--- src/qmc_pkg.sv ---
// shared types, widths and constants for the quadtree merge check core
`timescale 1ns / 1ps

package qmc_pkg;

    localparam int NUM_CELLS = 4;
    localparam int NUM_CHAN  = 3;
    localparam int NUM_PAIRS = 6;

    localparam int CHAN_W    = 8;
    localparam int PSUM_W    = CHAN_W + 1;
    localparam int SUM_W     = CHAN_W + 2;
    localparam int SQ_W      = 2 * CHAN_W;
    localparam int DIST_W    = SQ_W + 2;
    localparam int THR_W     = 9;
    localparam int THR_SQ_W  = 2 * THR_W;
    localparam int BOUND_W   = THR_SQ_W + 2;
    localparam int APB_AW    = 3;
    localparam int APB_DW    = 32;

    // accept edge to the edge that takes the result
    localparam int PIPE_DEPTH = 5;

    localparam int CH_RED   = 0;
    localparam int CH_GREEN = 1;
    localparam int CH_BLUE  = 2;

    // cell pairs (0,1) (0,2) (0,3) (1,2) (1,3) (2,3), pair 0 at the right
    localparam logic [NUM_PAIRS-1:0][1:0] PAIR_A =
        {2'd2, 2'd1, 2'd1, 2'd0, 2'd0, 2'd0};
    localparam logic [NUM_PAIRS-1:0][1:0] PAIR_B =
        {2'd3, 2'd3, 2'd2, 2'd3, 2'd2, 2'd1};

    localparam logic              COLOR_MODE_RESET = 1'b1;
    localparam logic [THR_W-1:0]  THRESHOLD_RESET  = 9'd16;

    typedef enum logic [0:0] {
        REG_COLOR_MODE = 1'b0,
        REG_THRESHOLD  = 1'b1
    } reg_idx_t;

    // channel 0 red, 1 green, 2 blue
    typedef logic [NUM_CHAN-1:0][CHAN_W-1:0] pixel_t;
    typedef pixel_t [NUM_CELLS-1:0] quad_t;

    typedef struct packed {
        logic             color_mode;
        logic [THR_W-1:0] threshold;
    } cfg_t;

    typedef struct packed {
        logic [NUM_PAIRS-1:0][NUM_CHAN-1:0][SQ_W-1:0] sq;
        logic [CHAN_W-1:0]                            spread;
        pixel_t                                       mean;
        logic [BOUND_W-1:0]                           bound;
        logic                                         color_mode;
        logic [THR_W-1:0]                             threshold;
    } front_t;

    typedef struct packed {
        logic   may_merge;
        pixel_t mean;
    } result_t;

endpackage

--- src/qmc_cfg.sv ---
// apb register file holding color mode and similarity threshold
`timescale 1ns / 1ps

module qmc_cfg
(
    input  logic                        clk,
    input  logic                        rst_n,
    input  logic                        psel,
    input  logic                        penable,
    input  logic                        pwrite,
    input  logic [qmc_pkg::APB_AW-1:0]  paddr,
    input  logic [qmc_pkg::APB_DW-1:0]  pwdata,
    output logic [qmc_pkg::APB_DW-1:0]  prdata,
    output logic                        pready,
    output qmc_pkg::cfg_t               cfg
);

    logic                          color_mode_reg;
    logic                          color_mode_next;
    logic [qmc_pkg::THR_W-1:0]     threshold_reg;
    logic [qmc_pkg::THR_W-1:0]     threshold_next;
    logic                          wr_en;
    qmc_pkg::reg_idx_t             reg_idx;

    assign pready  = 1'b1;
    assign wr_en   = psel && penable && pwrite;
    assign reg_idx = qmc_pkg::reg_idx_t'(paddr[2]);

    always_comb
    begin
        color_mode_next = color_mode_reg;
        threshold_next  = threshold_reg;
        if (wr_en)
        begin
            unique case (reg_idx)
                qmc_pkg::REG_COLOR_MODE: color_mode_next = pwdata[0];
                qmc_pkg::REG_THRESHOLD:  threshold_next  = pwdata[qmc_pkg::THR_W-1:0];
                default:                 color_mode_next = color_mode_reg;
            endcase
        end
    end

    always_ff @(posedge clk or negedge rst_n)
    begin
        if (!rst_n)
        begin
            color_mode_reg <= qmc_pkg::COLOR_MODE_RESET;
            threshold_reg  <= qmc_pkg::THRESHOLD_RESET;
        end
        else
        begin
            color_mode_reg <= color_mode_next;
            threshold_reg  <= threshold_next;
        end
    end

    always_comb
    begin
        unique case (reg_idx)
            qmc_pkg::REG_COLOR_MODE:
                prdata = {{(qmc_pkg::APB_DW-1){1'b0}}, color_mode_reg};
            qmc_pkg::REG_THRESHOLD:
                prdata = {{(qmc_pkg::APB_DW-qmc_pkg::THR_W){1'b0}}, threshold_reg};
            default:
                prdata = '0;
        endcase
    end

    assign cfg.color_mode = color_mode_reg;
    assign cfg.threshold  = threshold_reg;

endmodule

--- src/qmc_front.sv ---
// stages one and two: channel differences, squares, red spread, means, bound
`timescale 1ns / 1ps

module qmc_front
(
    input  logic                 clk,
    input  logic                 rst_n,
    input  logic                 in_valid,
    input  qmc_pkg::quad_t       quad,
    input  qmc_pkg::cfg_t        cfg,
    output logic                 out_valid,
    output qmc_pkg::front_t      out_data
);

    localparam int CW = qmc_pkg::CHAN_W;

    function automatic logic [CW-1:0] abs_diff(input logic [CW-1:0] a, input logic [CW-1:0] b);
        abs_diff = (a > b) ? (a - b) : (b - a);
    endfunction

    // stage one
    logic                                                                s1_valid_reg;
    logic [qmc_pkg::NUM_PAIRS-1:0][qmc_pkg::NUM_CHAN-1:0][CW-1:0]        s1_diff_reg;
    logic [qmc_pkg::NUM_PAIRS-1:0][qmc_pkg::NUM_CHAN-1:0][CW-1:0]        s1_diff_next;
    logic [1:0][CW-1:0]                                                  s1_lo_reg;
    logic [1:0][CW-1:0]                                                  s1_lo_next;
    logic [1:0][CW-1:0]                                                  s1_hi_reg;
    logic [1:0][CW-1:0]                                                  s1_hi_next;
    logic [1:0][qmc_pkg::NUM_CHAN-1:0][qmc_pkg::PSUM_W-1:0]              s1_psum_reg;
    logic [1:0][qmc_pkg::NUM_CHAN-1:0][qmc_pkg::PSUM_W-1:0]              s1_psum_next;
    logic [qmc_pkg::THR_SQ_W-1:0]                                        s1_thr_sq_reg;
    logic [qmc_pkg::THR_SQ_W-1:0]                                        s1_thr_sq_next;
    qmc_pkg::cfg_t                                                       s1_cfg_reg;

    // stage two
    logic                 s2_valid_reg;
    qmc_pkg::front_t      s2_data_reg;
    qmc_pkg::front_t      s2_data_next;

    always_comb
    begin
        logic [CW-1:0] ra;
        logic [CW-1:0] rb;
        for (int p = 0; p < qmc_pkg::NUM_PAIRS; p++)
        begin
            for (int c = 0; c < qmc_pkg::NUM_CHAN; c++)
            begin
                s1_diff_next[p][c] = abs_diff(quad[qmc_pkg::PAIR_A[p]][c],
                                              quad[qmc_pkg::PAIR_B[p]][c]);
            end
        end
        for (int h = 0; h < 2; h++)
        begin
            ra = quad[2*h][qmc_pkg::CH_RED];
            rb = quad[2*h+1][qmc_pkg::CH_RED];
            s1_lo_next[h] = (ra < rb) ? ra : rb;
            s1_hi_next[h] = (ra > rb) ? ra : rb;
            for (int c = 0; c < qmc_pkg::NUM_CHAN; c++)
            begin
                s1_psum_next[h][c] = qmc_pkg::PSUM_W'(quad[2*h][c])
                                   + qmc_pkg::PSUM_W'(quad[2*h+1][c]);
            end
        end
        s1_thr_sq_next = qmc_pkg::THR_SQ_W'(cfg.threshold)
                       * qmc_pkg::THR_SQ_W'(cfg.threshold);
    end

    always_comb
    begin
        logic [CW-1:0]                lo;
        logic [CW-1:0]                hi;
        logic [qmc_pkg::SUM_W-1:0]    sum;
        for (int p = 0; p < qmc_pkg::NUM_PAIRS; p++)
        begin
            for (int c = 0; c < qmc_pkg::NUM_CHAN; c++)
            begin
                s2_data_next.sq[p][c] = qmc_pkg::SQ_W'(s1_diff_reg[p][c])
                                      * qmc_pkg::SQ_W'(s1_diff_reg[p][c]);
            end
        end
        lo = (s1_lo_reg[0] < s1_lo_reg[1]) ? s1_lo_reg[0] : s1_lo_reg[1];
        hi = (s1_hi_reg[0] > s1_hi_reg[1]) ? s1_hi_reg[0] : s1_hi_reg[1];
        s2_data_next.spread = hi - lo;
        for (int c = 0; c < qmc_pkg::NUM_CHAN; c++)
        begin
            sum = qmc_pkg::SUM_W'(s1_psum_reg[0][c]) + qmc_pkg::SUM_W'(s1_psum_reg[1][c]);
            s2_data_next.mean[c] = sum[qmc_pkg::SUM_W-1:2];
        end
        // three times the square as shift and add
        s2_data_next.bound = (qmc_pkg::BOUND_W'(s1_thr_sq_reg) << 1)
                           + qmc_pkg::BOUND_W'(s1_thr_sq_reg);
        s2_data_next.color_mode = s1_cfg_reg.color_mode;
        s2_data_next.threshold  = s1_cfg_reg.threshold;
    end

    always_ff @(posedge clk or negedge rst_n)
    begin
        if (!rst_n)
        begin
            s1_valid_reg <= 1'b0;
            s2_valid_reg <= 1'b0;
        end
        else
        begin
            s1_valid_reg <= in_valid;
            s2_valid_reg <= s1_valid_reg;
        end
    end

    always_ff @(posedge clk)
    begin
        s1_diff_reg   <= s1_diff_next;
        s1_lo_reg     <= s1_lo_next;
        s1_hi_reg     <= s1_hi_next;
        s1_psum_reg   <= s1_psum_next;
        s1_thr_sq_reg <= s1_thr_sq_next;
        s1_cfg_reg    <= cfg;
        s2_data_reg   <= s2_data_next;
    end

    assign out_valid = s2_valid_reg;
    assign out_data  = s2_data_reg;

endmodule

--- src/qmc_back.sv ---
// stages three to five: pair distances, worst distance, merge decision
`timescale 1ns / 1ps

module qmc_back
(
    input  logic                 clk,
    input  logic                 rst_n,
    input  logic                 in_valid,
    input  qmc_pkg::front_t      in_data,
    output logic                 out_valid,
    output qmc_pkg::result_t     out_data
);

    localparam int DW = qmc_pkg::DIST_W;

    // stage three
    logic                                      s3_valid_reg;
    logic [qmc_pkg::NUM_PAIRS-1:0][DW-1:0]     s3_dist_reg;
    logic [qmc_pkg::NUM_PAIRS-1:0][DW-1:0]     s3_dist_next;
    logic                                      s3_gray_ok_reg;
    logic                                      s3_gray_ok_next;
    logic [qmc_pkg::BOUND_W-1:0]               s3_bound_reg;
    logic                                      s3_mode_reg;
    qmc_pkg::pixel_t                           s3_mean_reg;

    // stage four
    logic                                      s4_valid_reg;
    logic [1:0][DW-1:0]                        s4_max_reg;
    logic [1:0][DW-1:0]                        s4_max_next;
    logic                                      s4_gray_ok_reg;
    logic [qmc_pkg::BOUND_W-1:0]               s4_bound_reg;
    logic                                      s4_mode_reg;
    qmc_pkg::pixel_t                           s4_mean_reg;

    // stage five
    logic                                      s5_valid_reg;
    qmc_pkg::result_t                          s5_data_reg;
    qmc_pkg::result_t                          s5_data_next;

    always_comb
    begin
        for (int p = 0; p < qmc_pkg::NUM_PAIRS; p++)
        begin
            s3_dist_next[p] = DW'(in_data.sq[p][qmc_pkg::CH_RED])
                            + DW'(in_data.sq[p][qmc_pkg::CH_GREEN])
                            + DW'(in_data.sq[p][qmc_pkg::CH_BLUE]);
        end
        s3_gray_ok_next = qmc_pkg::THR_W'(in_data.spread) < in_data.threshold;
    end

    // two groups of three pairs
    always_comb
    begin
        logic [DW-1:0] m;
        for (int g = 0; g < 2; g++)
        begin
            m = (s3_dist_reg[3*g] > s3_dist_reg[3*g+1]) ? s3_dist_reg[3*g]
                                                        : s3_dist_reg[3*g+1];
            s4_max_next[g] = (s3_dist_reg[3*g+2] > m) ? s3_dist_reg[3*g+2] : m;
        end
    end

    always_comb
    begin
        logic [DW-1:0] worst;
        worst = (s4_max_reg[0] > s4_max_reg[1]) ? s4_max_reg[0] : s4_max_reg[1];
        s5_data_next.may_merge = s4_mode_reg ? (qmc_pkg::BOUND_W'(worst) < s4_bound_reg)
                                             : s4_gray_ok_reg;
        s5_data_next.mean      = s4_mean_reg;
    end

    always_ff @(posedge clk or negedge rst_n)
    begin
        if (!rst_n)
        begin
            s3_valid_reg <= 1'b0;
            s4_valid_reg <= 1'b0;
            s5_valid_reg <= 1'b0;
        end
        else
        begin
            s3_valid_reg <= in_valid;
            s4_valid_reg <= s3_valid_reg;
            s5_valid_reg <= s4_valid_reg;
        end
    end

    always_ff @(posedge clk)
    begin
        s3_dist_reg    <= s3_dist_next;
        s3_gray_ok_reg <= s3_gray_ok_next;
        s3_bound_reg   <= in_data.bound;
        s3_mode_reg    <= in_data.color_mode;
        s3_mean_reg    <= in_data.mean;
        s4_max_reg     <= s4_max_next;
        s4_gray_ok_reg <= s3_gray_ok_reg;
        s4_bound_reg   <= s3_bound_reg;
        s4_mode_reg    <= s3_mode_reg;
        s4_mean_reg    <= s3_mean_reg;
        s5_data_reg    <= s5_data_next;
    end

    assign out_valid = s5_valid_reg;
    assign out_data  = s5_data_reg;

endmodule

--- src/quadtree_merge_check_core.sv ---
// top level of the quadtree merge check core: ports, config and pipeline
`timescale 1ns / 1ps
// path: a taken request passes the stage one to stage five valid registers in order,
//   and done is driven by the stage five valid register
// throughput: one request every cycle; busy stays low since the five-stage
//   pipeline never holds and the receiver cannot stall the strobe
// reset: rst_n async low clears the stage valid bits and loads color_mode 1,
//   similarity_threshold 16; no memory, no clearing pass

module quadtree_merge_check_core
(
    input  logic                        clk,
    input  logic                        rst_n,
    // request channel
    input  logic                        start,
    output logic                        busy,
    input  logic [7:0]                  tl_red,
    input  logic [7:0]                  tl_green,
    input  logic [7:0]                  tl_blue,
    input  logic [7:0]                  tr_red,
    input  logic [7:0]                  tr_green,
    input  logic [7:0]                  tr_blue,
    input  logic [7:0]                  bl_red,
    input  logic [7:0]                  bl_green,
    input  logic [7:0]                  bl_blue,
    input  logic [7:0]                  br_red,
    input  logic [7:0]                  br_green,
    input  logic [7:0]                  br_blue,
    // result strobe
    output logic                        done,
    output logic                        may_merge,
    output logic [7:0]                  mean_red,
    output logic [7:0]                  mean_green,
    output logic [7:0]                  mean_blue,
    // register port
    input  logic                        psel,
    input  logic                        penable,
    input  logic                        pwrite,
    input  logic [qmc_pkg::APB_AW-1:0]  paddr,
    input  logic [qmc_pkg::APB_DW-1:0]  pwdata,
    output logic [qmc_pkg::APB_DW-1:0]  prdata,
    output logic                        pready
);

    qmc_pkg::cfg_t       cfg;
    qmc_pkg::quad_t      quad;
    qmc_pkg::front_t     front_data;
    qmc_pkg::result_t    result;
    logic                req_take;
    logic                front_valid;

    // every stage advances each cycle, so a request is always taken
    assign busy     = 1'b0;
    assign req_take = start && !busy;

    // cell order tl, tr, bl, br; channel order red, green, blue
    assign quad[0] = {tl_blue, tl_green, tl_red};
    assign quad[1] = {tr_blue, tr_green, tr_red};
    assign quad[2] = {bl_blue, bl_green, bl_red};
    assign quad[3] = {br_blue, br_green, br_red};

    qmc_cfg u_cfg
    (
        .clk     (clk),
        .rst_n   (rst_n),
        .psel    (psel),
        .penable (penable),
        .pwrite  (pwrite),
        .paddr   (paddr),
        .pwdata  (pwdata),
        .prdata  (prdata),
        .pready  (pready),
        .cfg     (cfg)
    );

    // abs differences and squares, red spread, channel means, 3*t*t
    qmc_front u_front
    (
        .clk       (clk),
        .rst_n     (rst_n),
        .in_valid  (req_take),
        .quad      (quad),
        .cfg       (cfg),
        .out_valid (front_valid),
        .out_data  (front_data)
    );

    // pair distances, max over six pairs, final strict compares
    qmc_back u_back
    (
        .clk       (clk),
        .rst_n     (rst_n),
        .in_valid  (front_valid),
        .in_data   (front_data),
        .out_valid (done),
        .out_data  (result)
    );

    assign may_merge  = result.may_merge;
    assign mean_red   = result.mean[qmc_pkg::CH_RED];
    assign mean_green = result.mean[qmc_pkg::CH_GREEN];
    assign mean_blue  = result.mean[qmc_pkg::CH_BLUE];

    // every request gives exactly one strobe after the pipeline depth
    assert property (@(posedge clk) disable iff (!rst_n)
        req_take |-> ##(qmc_pkg::PIPE_DEPTH) done)
        else $error("request did not produce a result strobe");

    // no strobe without a request the pipeline depth earlier
    assert property (@(posedge clk) disable iff (!rst_n)
        done |-> $past(req_take, qmc_pkg::PIPE_DEPTH))
        else $error("result strobe without a matching request");

    // front stage valid follows a request through the stage one and stage two valid registers
    assert property (@(posedge clk) disable iff (!rst_n)
        front_valid |-> $past(req_take, 2))
        else $error("front stage valid without a request");

endmodule
--- config.mk ---
export PLATFORM = sky130hd
export DESIGN_NAME = quadtree_merge_check_core
export DESIGN_NICKNAME = d
export VERILOG_FILES = /design/src/qmc_pkg.sv /design/src/qmc_cfg.sv /design/src/qmc_front.sv /design/src/qmc_back.sv /design/src/quadtree_merge_check_core.sv
export SDC_FILE = /design/constraint.sdc
export NUM_CORES = 2
export LEC_CHECK = 0
export BUFFER_PORTS_ARGS = -buffer_cell sky130_fd_sc_hd__buf_4
export CAP_MARGIN = 20
export CORE_UTILIZATION = 35
export DETAILED_ROUTE_END_ITERATION = 8
export PLACE_DENSITY = 0.52
export SLEW_MARGIN = 20
export SYNTH_ARGS = -nofsm -noshare
export SYNTH_HDL_FRONTEND = slang
export SYNTH_SLANG_ARGS = --single-unit
export TNS_END_PERCENT = 5
--- constraint.sdc ---
create_clock -name clk -period 6.3 [get_ports clk]
set_input_delay 1.26 -clock clk [delete_from_list [all_inputs] [get_ports clk]]
set_output_delay 1.26 -clock clk [all_outputs]
set_load 0.03 [all_outputs]
==> summary.md <==
| Metric | Value |
|---|---|
| R2R depth | `20` |
| Critical Path RT | `6.91 ns` |
| Drt total wl | `between 150,000 and 200,000 µm` |
| Die height | `between 400 and 500 µm` |
| Drt via density | `4.79` |
| Post-synthesis xor/xnor area fraction | `approximately 7.1%` |
| TritonCTS clock tree | `built` |
| Most frequent CP cell | `a21o_1` |
| Worst Hold Class | `register to register` |
| Setup crit end kind | `register` |
| Setup TNS | `0 ns` |
| Slew Limit Fails | `0` |
| Grt ovf | `0` |
| Number of max-cap violations | `0` |
| Gpl congestion | `0.887` |
| Post-synthesis mux area share | `between 3 and 4%` |
| Synth Instances | `7,719` |
| Synth Area in Adders | `between 30% and 40%` |
| Status | `complete, no violations` |
| FFs w/ async S/R, synth | `under 10%` |
| Slowest cell on crit path | `o31ai_4` |
| Commonest register cell after synthesis | `dfxtp_1` |
| Seq cells post-synth | `854` |
| Placement Rows | `between 150 and 200` |
| Critical path, cell by cell | `ha_1, a21o_1, a21o_1, a221oi_2, o21ai_1, a221o_1, a221oi_2, a21oi_2, buf_4, mux2i_1, ha_1, a21o_1, a21o_1, a211oi_1, o21ai_0, nand2b_1, a31oi_1, o31ai_4, buf_4, mux2i_1` |
| Wire length per cell | `~17 µm` |
| Post-CTS sizing | `0` |
| Hold violation count in the final report | `0` |
| Layer with the highest usage | `met2` |
| R2r setup slk | `1.32 ns` |
| CP bufs+invs | `2` |
| Commonest non-fill, non-tap cells in the layout | `1,239 x ha_1, 1,142 x inv_1, 839 x dfxtp_1, 534 x fa_1, 411 x xnor2_1` |
| Die Area | `~210,000 µm²` |
| Final HPWL DP | `149,000 µm` |
| First-pass GRT wire length | `roughly 280,000 µm` |
| Largest net degree at the start of global routing | `25` |
| Levels on crit path | `20` |
| WHS Endpoint | `u_back.s4_mean_reg[12]$_DFF_P_` |
| Register clock-pin slew on the reported worst setup and hold paths | `approximately 0.060 ns` |
| Grt met2 use | `between 20% and 30%` |
| H-tree depth | `3` |
| Global routing met1 resource utilization | `between 20% and 30%` |
| Combinational family with the most area after synthesis | `adder cells` |
| Number of distinct library cells after synthesis | `73` |
| Area growth syn-to-layout | `10.8%` |
| Core Box Area | `between 200,000 and 250,000 µm²` |
| Antenna violations before repair | `8` |
| Synth Area in Compound Gates | `approximately 11%` |
| Starting Density | `35.2%` |
| M3 GR Usage | `2.14%` |
| Min-Delay Startpoint | `u_back.s3_mean_reg[12]$_DFF_P_` |
| Origin of the critical flop-to-flop path | `u_back.s3_dist_reg[3]$_DFF_P_` |
| Nets | `roughly 9,800` |
| Sequential share of the synthesized area | `between 20% and 30%` |
| DR pass1 iterations | `5` |
| Worst Setup Start Kind | `register` |
| Post-synth EDFFs | `0` |
| Most common cell after layout, fill and taps aside | `ha_1` |
| RSZ-0062 raised after global routing | `no` |
| Vias in the first global route | `between 50,000 and 60,000` |
| All-layer global routing usage | `around 17%` |
| Share of cells above drive strength 1 | `6.92%` |
| Max FFs per register | `330` |
| Clock Tree Buf Depth | `3` |
| Clk Latency, worst-skew pair | `~0.76 ns` |
| Least-Margin Pin Slew | `roughly 1 ns` |
| # IOs | `~200` |
| Fin crit period | `approximately 5.0 ns` |
| Setup CP Type | `register to register` |
| Maximum achievable frequency | `0.201 GHz` |
| Port buffer count | `~150` |
| CTS Buf Count | `101` |
| Worst-path fanout max | `12` |
| Die width | `roughly 460 µm` |
| Avg Cell Area, Syn | `roughly 9.5 µm²` |
| Initial DRC count | `about 2,500` |
| Worst Path Arrival | `5.60 ns` |
| Cell area after synthesis | `approximately 73,000 µm²` |
| Delay-heaviest family, CP | `compound AO/OA/AOI/OAI gates` |
| CTS Root Cell | `clkbuf_16` |
| CTS hold repair buffers | `0` |
| Worst R2R End | `u_back.s4_max_reg[6]$_DFF_P_` |
| Tcrit/Tclk final | `79.1%` |
| Hold Crit Depth | `0` |
| Finish-stage setup viols | `0` |
| Final ANT Viol Nets | `0` |
| Simple-gate area share of the yosys netlist | `12.0%` |
| Vias | `between 50,000 and 60,000` |
| # clock sinks | `854` |
| Rel. slew slack | `between 30% and 40%` |
| YS warnings | `0` |
| Slowest cell delay on critical path | `around 0.45 ns` |
| Fin Clk Skew | `~0.063 ns` |
| Setup bufs post-CTS | `0` |
| DR DRC count | `0` |
-- metrics by stage --
stage	hold slack (ns)	setup slack, ns	std cells	util, %	area (µm²)
6_report	0.313	1.32	10700	39.1	81000
5_1_grt	0.294	0.913	10700	39.1	81000
4_1_cts	0.276	1.25	10700	39.1	81000
3_5_place_dp	0.312	1.27	10500	37.2	77200
3_3_place_gp	0.310	1.28	10500	37.2	77200
2_1_floorplan	0.310	1.83	7749	-	73200
-- cell usage after synthesis (59+ instances only) --
master	count	share of area [%]
xor2_1	179	2.1
nor2b_1	137	1.2
mux2_2	107	1.6
nand2_1	381	2.0
dfxtp_1	839	23
clkbuf_1	109	0.56
or2_2	59	0.51
o21bai_1	84	0.86
mux2i_1	129	1.8
a21oi_1	340	2.3
xnor2_1	411	4.9
o21a_1	114	1.2
ha_1	1239	21
fa_1	534	15
o21ai_0	201	1.4
nand4_1	59	0.51
inv_1	1142	5.9
nor2_1	362	1.9
a21o_1	155	1.6
and2_1	357	3.1
nor3_1	154	1.1
-- worst register-to-register path, stage by stage, from the launching register on --
cell,delay (ns)
dfxtp_1,0.31
ha_1,0.30
a21o_1,0.16
a21o_1,0.18
a221oi_2,0.28
o21ai_1,0.09
a221o_1,0.37
a221oi_2,0.26
a21oi_2,0.17
buf_4,0.26
mux2i_1,0.23
ha_1,0.28
a21o_1,0.16
a21o_1,0.17
a211oi_1,0.28
o21ai_0,0.12
nand2b_1,0.08
a31oi_1,0.13
o31ai_4,0.45
buf_4,0.33
mux2i_1,0.24
-- metal layers --
metal  share of wire (%)  up-vias
li1                    -    25800
met1                  49    24600
met2                  45      745
met3                 3.2      250
met4                 3.0        0
met5                   0        -
-- area by class of cell --
type,instances,area (µm²)
diodes,2,5.00
clock buffers,123,2720
clock inverters,68,1030
fillers,20800,126000
inverters,1142,4290
multi-input cells,5586,51000
flip-flops and latches,854,17200
well taps,2788,3490
repair buffers,170,1280
-- kinds of logic after synthesis --
family	Yosys count
other	2
AOI/OAI and AO/OA	1228
and+or+nand+nor	1725
muxes	238
adders and majority gates	1773
buffers and inverters	1309
DFF	854
xor gates and xnor gates	590
-- worst max path at each step --
stage | slack (ns) | to | startpoint
after floorplan | 1.83 | u_front.s1_thr_sq_reg[17]$_DFF_P_ | u_cfg.threshold_reg[2]$_DFFE_PN0P_
after global placement | 1.28 | u_front.s1_diff_reg[21]$_DFF_P_ | tl_blue[1]
after detailed placement | 1.27 | u_front.s1_diff_reg[61]$_DFF_P_ | tl_green[1]
after CTS | 1.25 | u_back.s4_max_reg[6]$_DFF_P_ | u_back.s3_dist_reg[3]$_DFF_P_
after global routing | 0.91 | u_back.s4_max_reg[27]$_DFF_P_ | u_back.s3_dist_reg[73]$_DFF_P_
final | 1.32 | u_back.s4_max_reg[6]$_DFF_P_ | u_back.s3_dist_reg[3]$_DFF_P_
Power is not shown: default switching activity piles up to over one toggle a cycle in this logic, so the estimate is an artifact.
